<file path="src/design/ttsp_pkg.sv">
package ttsp_pkg;

    localparam int SIZE_W   = 16;
    localparam int EDGE_W   = 14;
    localparam int COUNT_W  = 7;
    localparam int PADDED_W = 17;
    localparam int LOG2_W   = 4;
    localparam int SCAN_W   = EDGE_W + 1;
    localparam int PROD_W   = SIZE_W + EDGE_W;

    localparam logic [LOG2_W-1:0]   LOG2_LOW   = 4'd10;
    localparam logic [LOG2_W-1:0]   LOG2_HIGH  = 4'd13;
    localparam logic [LOG2_W-1:0]   LOG2_RESET = 4'd11;
    localparam logic [COUNT_W-1:0]  COUNT_MAX  = 7'd127;
    localparam logic [PADDED_W-1:0] PADDED_MAX = 17'h1FFFF;
    localparam logic [3:0]          DIV_LAST_BIT = 4'd15;

    typedef enum logic [5:0] {
        ST_IDLE   = 6'b000001,
        ST_SEARCH = 6'b000010,
        ST_DIVIDE = 6'b000100,
        ST_LAST   = 6'b001000,
        ST_MULT   = 6'b010000,
        ST_ADD    = 6'b100000
    } state_t;

endpackage

</file>
<file path="src/design/texture_tile_size_planner.sv">
// Texture tile size planner.
// Input channel: in_valid / in_ready with bitmap_size, one image edge in pixels.
// Output channel: out_valid / out_ready with base_size, base_count, last_size,
// tiling and padded_size, one result per request.
// Configuration: cfg_wr_en / cfg_wr_data write tex_max_log2;
// write it only while no request is in flight.
// Steps: a doubling scan of one candidate edge per cycle, then for tiled
// edges a restoring divider that retires one quotient bit per cycle and,
// when the division leaves a remainder, a second doubling scan for the
// last tile, then a multiply step and an add step. One request is worked
// on at a time; in_ready is high whenever the engine is idle, also while a
// finished result waits in the output register.
// When out_ready stays low the result holds; a following request runs and
// then waits in its final step until the output register is free.
// Reset clears the engine and the output valid and sets tex_max_log2 to 11.
module texture_tile_size_planner #(
    parameter int TEX_MIN_EDGE      = 64,
    parameter int SINGLE_TILE_LIMIT = 1024,
    parameter int TILE_OVERLAP      = 16
) (
    input  logic                            clk,
    input  logic                            rst_n,
    input  logic                            cfg_wr_en,
    input  logic [ttsp_pkg::LOG2_W-1:0]     cfg_wr_data,
    input  logic                            in_valid,
    output logic                            in_ready,
    input  logic [ttsp_pkg::SIZE_W-1:0]     bitmap_size,
    output logic                            out_valid,
    input  logic                            out_ready,
    output logic [ttsp_pkg::EDGE_W-1:0]     base_size,
    output logic [ttsp_pkg::COUNT_W-1:0]    base_count,
    output logic [ttsp_pkg::EDGE_W-1:0]     last_size,
    output logic                            tiling,
    output logic [ttsp_pkg::PADDED_W-1:0]   padded_size
);

    localparam int SW = ttsp_pkg::SCAN_W;
    localparam int EW = ttsp_pkg::EDGE_W;
    localparam int ZW = ttsp_pkg::SIZE_W;
    localparam int PW = ttsp_pkg::PROD_W;

    localparam logic [SW-1:0] MIN_EDGE_C = SW'(TEX_MIN_EDGE);
    localparam logic [SW-1:0] LIMIT_C    = SW'(SINGLE_TILE_LIMIT);
    localparam logic [SW-1:0] OVERLAP_C  = SW'(TILE_OVERLAP);

    ttsp_pkg::state_t state_reg, state_next;

    logic [ttsp_pkg::LOG2_W-1:0] lg_reg;
    logic [ZW-1:0] size_reg, size_next;
    logic [SW-1:0] scan_reg, scan_next;
    logic [EW-1:0] base_reg, base_next;
    logic [EW-1:0] last_reg, last_next;
    logic          tiling_reg, tiling_next;
    logic [EW-1:0] step_reg, step_next;
    logic [EW-1:0] rem_reg, rem_next;
    logic [ZW-1:0] quo_reg, quo_next;
    logic [3:0]    bit_reg, bit_next;
    logic [ZW-1:0] count_reg, count_next;
    logic [PW-1:0] prod_reg, prod_next;

    logic                               out_valid_reg, out_valid_next;
    logic [EW-1:0]                      base_size_reg, base_size_next;
    logic [ttsp_pkg::COUNT_W-1:0]       base_count_reg, base_count_next;
    logic [EW-1:0]                      last_size_reg, last_size_next;
    logic                               tiling_out_reg, tiling_out_next;
    logic [ttsp_pkg::PADDED_W-1:0]      padded_reg, padded_next;

    logic [ttsp_pkg::LOG2_W-1:0] lg_clamped;
    logic [EW-1:0]               max_edge;
    logic [EW-1:0]               tile_base;
    logic [EW-1:0]               tile_step;
    logic                        scan_found;
    logic [ZW-1:0]               three_quarters;
    logic [SW-1:0]               div_shifted;
    logic [SW:0]                 div_diff;
    logic [EW-1:0]               div_rem;
    logic [ZW-1:0]               div_quo;
    logic [PW:0]                 padded_sum;
    logic                        out_free;

    always_comb
    begin
        priority if (lg_reg < ttsp_pkg::LOG2_LOW)
            lg_clamped = ttsp_pkg::LOG2_LOW;
        else if (lg_reg > ttsp_pkg::LOG2_HIGH)
            lg_clamped = ttsp_pkg::LOG2_HIGH;
        else
            lg_clamped = lg_reg;
    end

    assign max_edge       = EW'(1) << lg_clamped;
    assign scan_found     = (scan_reg <= {1'b0, max_edge}) && (size_reg <= ZW'(scan_reg));
    assign three_quarters = ZW'(scan_reg >> 1) + ZW'(scan_reg >> 2);
    // Base tile: half the power that holds the edge, else the largest edge.
    assign tile_base      = scan_found ? scan_reg[SW-1:1] : max_edge;
    assign tile_step      = ({1'b0, tile_base} > OVERLAP_C)
                            ? EW'({1'b0, tile_base} - OVERLAP_C) : EW'(1);

    // One restoring-division bit per cycle.
    assign div_shifted = {rem_reg, quo_reg[ZW-1]};
    assign div_diff    = {1'b0, div_shifted} - {2'b00, step_reg};
    assign div_rem     = div_diff[SW] ? div_shifted[EW-1:0] : div_diff[EW-1:0];
    assign div_quo     = {quo_reg[ZW-2:0], ~div_diff[SW]};

    assign padded_sum  = {1'b0, prod_reg} + (PW+1)'(last_reg);
    assign out_free    = !out_valid_reg || out_ready;

    always_comb
    begin
        state_next      = state_reg;
        size_next       = size_reg;
        scan_next       = scan_reg;
        base_next       = base_reg;
        last_next       = last_reg;
        tiling_next     = tiling_reg;
        step_next       = step_reg;
        rem_next        = rem_reg;
        quo_next        = quo_reg;
        bit_next        = bit_reg;
        count_next      = count_reg;
        prod_next       = prod_reg;
        out_valid_next  = out_valid_reg && !out_ready;
        base_size_next  = base_size_reg;
        base_count_next = base_count_reg;
        last_size_next  = last_size_reg;
        tiling_out_next = tiling_out_reg;
        padded_next     = padded_reg;

        unique case (state_reg)
            ttsp_pkg::ST_IDLE:
            begin
                if (in_valid)
                begin
                    size_next  = bitmap_size;
                    scan_next  = MIN_EDGE_C;
                    state_next = ttsp_pkg::ST_SEARCH;
                end
            end
            ttsp_pkg::ST_SEARCH:
            begin
                if (scan_found && ((scan_reg <= LIMIT_C) || (size_reg > three_quarters)))
                begin
                    base_next   = scan_reg[EW-1:0];
                    last_next   = scan_reg[EW-1:0];
                    count_next  = '0;
                    tiling_next = 1'b0;
                    state_next  = ttsp_pkg::ST_MULT;
                end
                else if (scan_found || (scan_reg > {1'b0, max_edge}))
                begin
                    base_next   = tile_base;
                    step_next   = tile_step;
                    tiling_next = 1'b1;
                    rem_next    = '0;
                    quo_next    = size_reg;
                    bit_next    = ttsp_pkg::DIV_LAST_BIT;
                    state_next  = ttsp_pkg::ST_DIVIDE;
                end
                else
                begin
                    scan_next = scan_reg << 1;
                end
            end
            ttsp_pkg::ST_DIVIDE:
            begin
                rem_next = div_rem;
                quo_next = div_quo;
                bit_next = bit_reg - 4'd1;
                if (bit_reg == '0)
                begin
                    if (div_rem == '0)
                    begin
                        // Exact fit: fold the final full tile into the last one.
                        count_next = (div_quo == '0) ? '0 : div_quo - ZW'(1);
                        last_next  = step_reg;
                        state_next = ttsp_pkg::ST_MULT;
                    end
                    else
                    begin
                        count_next = div_quo;
                        last_next  = base_reg;
                        scan_next  = OVERLAP_C;
                        state_next = ttsp_pkg::ST_LAST;
                    end
                end
            end
            ttsp_pkg::ST_LAST:
            begin
                if (scan_reg > {1'b0, base_reg})
                    state_next = ttsp_pkg::ST_MULT;
                else if ({1'b0, rem_reg} <= scan_reg)
                begin
                    last_next  = scan_reg[EW-1:0];
                    state_next = ttsp_pkg::ST_MULT;
                end
                else
                    scan_next = scan_reg << 1;
            end
            ttsp_pkg::ST_MULT:
            begin
                prod_next  = {{EW{1'b0}}, count_reg} * {{ZW{1'b0}}, base_reg};
                state_next = ttsp_pkg::ST_ADD;
            end
            ttsp_pkg::ST_ADD:
            begin
                // Hold until the output register is free.
                if (out_free)
                begin
                    out_valid_next  = 1'b1;
                    base_size_next  = base_reg;
                    last_size_next  = last_reg;
                    tiling_out_next = tiling_reg;
                    base_count_next = (count_reg > ZW'(ttsp_pkg::COUNT_MAX))
                                      ? ttsp_pkg::COUNT_MAX
                                      : count_reg[ttsp_pkg::COUNT_W-1:0];
                    padded_next     = (padded_sum > (PW+1)'(ttsp_pkg::PADDED_MAX))
                                      ? ttsp_pkg::PADDED_MAX
                                      : padded_sum[ttsp_pkg::PADDED_W-1:0];
                    state_next      = ttsp_pkg::ST_IDLE;
                end
            end
            default:
            begin
                state_next = ttsp_pkg::ST_IDLE;
            end
        endcase
    end

    always_ff @(posedge clk or negedge rst_n)
    begin
        if (!rst_n)
        begin
            state_reg     <= ttsp_pkg::ST_IDLE;
            out_valid_reg <= 1'b0;
            lg_reg        <= ttsp_pkg::LOG2_RESET;
        end
        else
        begin
            state_reg     <= state_next;
            out_valid_reg <= out_valid_next;
            if (cfg_wr_en)
                lg_reg <= cfg_wr_data;
        end
    end

    always_ff @(posedge clk)
    begin
        size_reg       <= size_next;
        scan_reg       <= scan_next;
        base_reg       <= base_next;
        last_reg       <= last_next;
        tiling_reg     <= tiling_next;
        step_reg       <= step_next;
        rem_reg        <= rem_next;
        quo_reg        <= quo_next;
        bit_reg        <= bit_next;
        count_reg      <= count_next;
        prod_reg       <= prod_next;
        base_size_reg  <= base_size_next;
        base_count_reg <= base_count_next;
        last_size_reg  <= last_size_next;
        tiling_out_reg <= tiling_out_next;
        padded_reg     <= padded_next;
    end

    assign in_ready    = (state_reg == ttsp_pkg::ST_IDLE);
    assign out_valid   = out_valid_reg;
    assign base_size   = base_size_reg;
    assign base_count  = base_count_reg;
    assign last_size   = last_size_reg;
    assign tiling      = tiling_out_reg;
    assign padded_size = padded_reg;

endmodule

</file>
<file path="config.mk">
export PLATFORM = sky130hd
export DESIGN_NAME = texture_tile_size_planner
export DESIGN_NICKNAME = d
export VERILOG_FILES = /design/src/design/ttsp_pkg.sv /design/src/design/texture_tile_size_planner.sv
export SDC_FILE = /design/constraint.sdc
export NUM_CORES = 1
export LEC_CHECK = 0
export ABC_AREA = 1
export BUFFER_PORTS_ARGS = -buffer_cell sky130_fd_sc_hd__buf_2
export CAP_MARGIN = 15
export CORE_UTILIZATION = 64
export DETAILED_ROUTE_END_ITERATION = 16
export PLACE_DENSITY = 0.85
export SLEW_MARGIN = 20
export SYNTH_ARGS = -nofsm -noshare
export SYNTH_HDL_FRONTEND = slang
export SYNTH_SLANG_ARGS = --single-unit
</file>
<file path="constraint.sdc">
create_clock -name clk -period 7 [get_ports clk]
set_input_delay 0.35 -clock clk [delete_from_list [all_inputs] [get_ports clk]]
set_output_delay 0.35 -clock clk [all_outputs]
set_load 0.005 [all_outputs]
</file>
==> results of run 1 <==
-- final cells by class --
type / instances / area share
Tap cell: 442 / 0.0243
Clock buffer: 25 / 0.0257
Sequential cell: 214 / 0.281
Inverter: 527 / 0.0871
Multi-Input combinational cell: 1763 / 0.551
Timing Repair Buffer: 96 / 0.0232
Clock inverter: 17 / 0.00837
-- metrics by stage --
stage | cell area (um2) | setup WS, ns | utilization | hold slack (ns) | cells
after global routing | 22700 | 0.350 | 0.698 | 0.00365 | 3084
final | 22700 | 0.671 | 0.698 | 0.00880 | 3084
after global placement | 21900 | 0.795 | 0.674 | 0.224 | 3040
after floorplan | 21200 | 1.29 | - | 0.0544 | 2572
after detailed placement | 21900 | 0.728 | 0.674 | 0.226 | 3040
after CTS | 22700 | 0.723 | 0.698 | 0.000357 | 3083
-- logic make-up after synthesis --
group | Yosys count | share of synthesized area
AND/OR/NAND/NOR | 1091 | 0.225
buffers and inverters | 595 | 0.109
adder cells (fa/ha/maj) | 367 | 0.277
AO/OA/AOI/OAI | 225 | 0.0583
flip-flops | 214 | 0.302
XOR/XNOR | 69 | 0.0286
other | 2 | 0.000356
-- critical path, delay by kind of cell, from the launching register on --
| family | cells | cell delay [ns] |
|---|---|---|
| adders and majority gates | 7 | 3.57 |
| DFF | 1 | 1.00 |
| and+or+nand+nor | 5 | 0.68 |
| AOI/OAI and AO/OA | 2 | 0.45 |
| buffers and inverters | 4 | 0.24 |
| xor gates and xnor gates | 1 | 0.14 |
-- cells in the mapped netlist (all sizes together) --
| cell | number |
|---|---|
| a211oi | 1 |
| a21boi | 2 |
| a21o | 7 |
| a21oi | 116 |
| a221oi | 2 |
| a31oi | 5 |
| and2 | 4 |
| and3 | 1 |
| buf | 20 |
| clkbuf | 48 |
| clkinv | 1 |
| conb | 2 |
| dfrtp | 7 |
| dfstp | 4 |
| edfxtp | 203 |
| fa | 168 |
| ha | 199 |
| inv | 526 |
| nand2 | 657 |
| nand3 | 161 |
| nand3b | 2 |
| nand4 | 41 |
| nor2 | 178 |
| nor3 | 31 |
| nor4 | 5 |
| nor4b | 1 |
| o211ai | 7 |
| o21a | 2 |
| o21ai | 72 |
| o21bai | 7 |
| o221ai | 1 |
| o22ai | 1 |
| o31ai | 1 |
| o41ai | 1 |
| or2 | 8 |
| or3 | 2 |
| xnor2 | 25 |
| xor2 | 44 |
-- routing by layer --
metal	routed length, um	global-route usage	up-vias	part of all wire
met5	0	0	-	0
met4	2810	0.156	0	0.049
met3	5090	0.0541	210	0.089
met2	27700	0.607	947	0.49
met1	21400	0.421	8401	0.38
li1	-	-	8200	-
-- final timing paths --
check	cells after the start	to	slack (ns)	from
worst min register to register	0	tiling$_DFFE_PP_	0.43	tiling_reg$_SDFFCE_PP0P_
worst max-delay path	19	prod_reg[25]$_DFFE_PP_	0.67	base_reg[12]$_DFFE_PP_
worst min-delay path	1	size_reg[0]$_DFFE_PP_	0.009	bitmap_size[0]
max in group asynchronous	2	state_reg[0]$_DFFE_PN1P_	6.51	rst_n
worst max register to register	19	prod_reg[25]$_DFFE_PP_	0.67	base_reg[12]$_DFFE_PP_
min in group asynchronous	2	lg_reg[2]$_DFFE_PN0P_	0.23	rst_n
==> run_results.csv, run 1 <==
group,metric,value,unit
clock_tree,root_buffer,"clkbuf_16",
die,die-area,33700,um2
route,route.vias.total,17758,
timing,max_freq,0.158,GHz
clock_tree,worstSkewPairLatency,0.53,ns
place,dp_hpwl,44.8,mm
route,drcViolationCount,0,
layout,final_common_cell,"nand2_1",
synthesis,synth.avg_cell_area,8.24,um2
die,core_area,32500,um2
timing,slew_headroom,0.316,
synthesis,netlist_top_cells_area,"edfxtp_1, fa_1, ha_1, nand2_1, inv_1",
route,ant_nets,0,
route,wl_per_cell,18.5,um
status,outcome,"complete, no violations",
die,ios,80,
timing,worstMarginPinSlew,1.03,ns
die,num_rows,66,
global_route,grt_pass1_vias,17731,
setup_path,crit_fanout,19,
layout,multi_input_area,12500,um2
clock_tree,post-cts-setup-buffers,0,
flow_run,cap_violations,0,
die,start_util,0.649,
hold_path,hp-class,"primary input to flop",
place,portBuffers,79,
setup_path,crit_required,7.27,ns
clock_tree,clkSlewWorstSetupHoldPaths,0.06,ns
timing,rsz0062_at_grt,"no",
synthesis,ys_seq_area_frac,0.302,
layout,area_growth_syn_to_layout,7.57,%
global_route,grt_max_degree,70,
setup_path,worstPathArrival,6.60,ns
clock_tree,post_cts_resized,0,
timing,final-setup-viol-count,0,
layout,nNetsFinal,3017,
synthesis,synth.largest_area_cell,"edfxtp_1",
layout,drive_above_1_share,0.0753,
synthesis,synthCells,2563,
clock_tree,cts.sinks,214,
clock_tree,cts_tree,"built",
layout,regArea,6380,um2
layout,largest_reg_flops,30,
timing,finalCritPeriodShare,0.904,
setup_path,cp-end-kind,"flop",
layout,fill_cells,2609,
synthesis,synth_seq_cells,214,
setup_path,cpMaxStageDelayCell,"edfxtp_1",
timing,hold_viol_final,0,
timing,finalSetupTns,0,ns
synthesis,ys_warn_count,0,
layout,antenna_cells,0,
setup_path,critPathLaunchType,"flop",
clock_tree,ctsHoldBuffers,1,
timing,slew_violations,0,
die,die_y,184,um
global_route,antenna_found_initial,0,
clock_tree,clockBufferDepth,3,
setup_path,max_stage_delay,1.00,ns
synthesis,netlist.area_leader.share,0.289,
place,gp_congestion,0.974,
clock_tree,cts_made_buffers,23,
timing,fin_skew,0.0232,ns
timing,min_period,6.33,ns
synthesis,ys_types,56,
die,die_w,184,um
route,drtIter0Drc,1435,
route,firstDrtPassIters,6,
clock_tree,htreeDepth,1,
global_route,grt_usage,0.347,
route,avgViaCountPerCell,5.76,
setup_path,crit_top_cell,"fa_1",
setup_path,crit_type,"flop to flop",
synthesis,synth_area,21100,um2
setup_path,path_cells,"nand2_1 > fa_1 > fa_1 > inv_1 > fa_1 > fa_1 > fa_1 > inv_1 > fa_1 > inv_1 > ha_1 > nand2_1 > nor2_1 > inv_1 > nor3_1 > nand2_1 > o211ai_1 > a21oi_1 > xnor2_1",
layout,mostFrequentLayoutCells,"nand2_1, inv_1, edfxtp_1",
global_route,grt_pass1_wl,90.3,mm
global_route,grt_overflow,0,
route,wirelength,57.0,mm
Power of run 1 is left out: the tool's default activity adds up to more than one toggle a clock period on the data nets, which glitch-free logic cannot reach.
==> run 2: changes to the inputs <==
Settings changed: PLACE_DENSITY 0.85 to 0.82.
==> run_results.csv, run 2 (synthesis gave the netlist of run 1 again) <==
group,metric,value,unit
clock_tree,htreeDepth,1,
place,portBuffers,79,
die,ios,80,
route,ant_nets,0,
die,start_util,0.649,
timing,max_freq,0.158,GHz
route,drtIter0Drc,1592,
timing,finalCritPeriodShare,0.902,
die,die_y,184,um
route,wl_per_cell,18.1,um
clock_tree,cts_tree,"built",
clock_tree,worstSkewPairLatency,0.54,ns
global_route,grt_pass1_wl,91.4,mm
global_route,grt_most_used_layer,"met2",
timing,rsz0062_at_grt,"no",
clock_tree,post-cts-setup-buffers,0,
timing,hold_viol_final,0,
timing,slew_headroom,0.337,
die,die-area,33700,um2
route,route.vias.total,17544,
clock_tree,cts.sinks,214,
global_route,use_met1,0.422,
status,outcome,"complete, no violations",
setup_path,crit_type,"flop to flop",
setup_path,critPathLaunchType,"flop",
timing,min_period,6.32,ns
global_route,antenna_found_initial,1,
die,die_w,184,um
layout,largest_reg_flops,30,
setup_path,crit_required,7.28,ns
global_route,grt.met3_usage,0.0525,
clock_tree,cts_made_buffers,24,
hold_path,hp-class,"primary input to flop",
clock_tree,post_cts_resized,0,
global_route,globalRouteMet2Util,0.608,
clock_tree,root_buffer,"clkbuf_16",
global_route,grt_max_degree,71,
die,num_rows,66,
place,dp_hpwl,44.2,mm
setup_path,cp-end-kind,"flop",
layout,area_growth_syn_to_layout,8.41,%
route,firstDrtPassIters,6,
layout,final_common_cell,"nand2_1",
route,drcViolationCount,0,
layout,nNetsFinal,3035,
place,gp_congestion,0.962,
timing,slew_violations,0,
setup_path,crit_fanout,19,
timing,finalSetupTns,0,ns
layout,antenna_cells,0,
setup_path,worstPathArrival,6.59,ns
layout,drive_above_1_share,0.0756,
route,avgViaCountPerCell,5.66,
clock_tree,clkSlewWorstSetupHoldPaths,0.06,ns
clock_tree,clockBufferDepth,3,
global_route,grt_pass1_vias,17813,
global_route,grt_usage,0.349,
layout,mostFrequentLayoutCells,"nand2_1, inv_1, edfxtp_1",
timing,worstMarginPinSlew,0.982,ns
global_route,grt_overflow,0,
die,core_area,32500,um2
flow_run,cap_violations,0,
timing,fin_skew,0.0156,ns
timing,final-setup-viol-count,0,
route,wirelength,56.2,mm
run 2: cell count changes in the layout (fill, tap and decap cells not counted), sizes merged:
cell / change
dlygate4sd3: +15
clkbuf: +5
buf: +2
clkinv: -2
inv: -2
bufinv: -1
clkinvlp: +1
run 2: worst paths after layout:
check,start,slack [ns],cells after the start,endpoint
worst max-delay path,base_reg[9]$_DFFE_PP_,0.68,19,prod_reg[25]$_DFFE_PP_
worst min-delay path,out_ready,0.03,2,out_valid$_DFF_PN0_
worst max register to register,base_reg[9]$_DFFE_PP_,0.68,19,prod_reg[25]$_DFFE_PP_
worst min register to register,tiling_reg$_SDFFCE_PP0P_,0.45,0,tiling$_DFFE_PP_
max in group asynchronous,rst_n,6.51,2,state_reg[0]$_DFFE_PN1P_
min in group asynchronous,rst_n,0.22,2,state_reg[5]$_DFFE_PN0P_
run 2: critical path: stages, from the launching register on:
cell and delay [ns]:
edfxtp_1 0.99, nand2_1 0.19, fa_1 0.49, fa_1 0.55, inv_1 0.05, fa_1 0.48
fa_1 0.52, fa_1 0.55, inv_1 0.06, fa_1 0.53, inv_1 0.04, ha_1 0.38
nand2_1 0.11, nor2_1 0.14, inv_1 0.09, nor3_1 0.15, nand2_1 0.07, o211ai_1 0.38
a21oi_1 0.14, xnor2_1 0.15
run 2: layout make-up:
class                   instances  area [um2]
clock inverters                13         141
multi-input cells            1763       12500
well taps                     442         553
flip-flops and latches        214        6380
clock buffers                  30         644
inverters                     527        1980
repair buffers                113         693
fillers                      2532        9640
run 2: routing by layer:
layer	routed length, um	vias up	part of all wire
met1	21200	8260	0.38
met3	4530	195	0.081
li1	-	8249	-
met4	3150	2	0.056
met5	13	-	0.00023
met2	27300	838	0.49
run 2: metrics by stage:
step | instances | area [um2] | hold WS [ns] | util | worst slack [ns]
global route | 3102 | 22900 | 0.0285 | 0.704 | 0.409
CTS | 3102 | 22900 | 0.0127 | 0.704 | 0.717
detailed placement | 3042 | 21900 | 0.232 | 0.674 | 0.742
finish | 3102 | 22900 | 0.0343 | 0.704 | 0.685
floorplan | 2572 | 21200 | 0.0544 | - | 1.29
global placement | 3042 | 21900 | 0.230 | 0.674 | 0.795
run 2: what timing repair did:
action                     in CTS  in global routing
hold endpoints to repair       27                  0
setup endpoints to repair       0                  0
hold buffers                   17                  0
Power of run 2 is left out for the same reason.
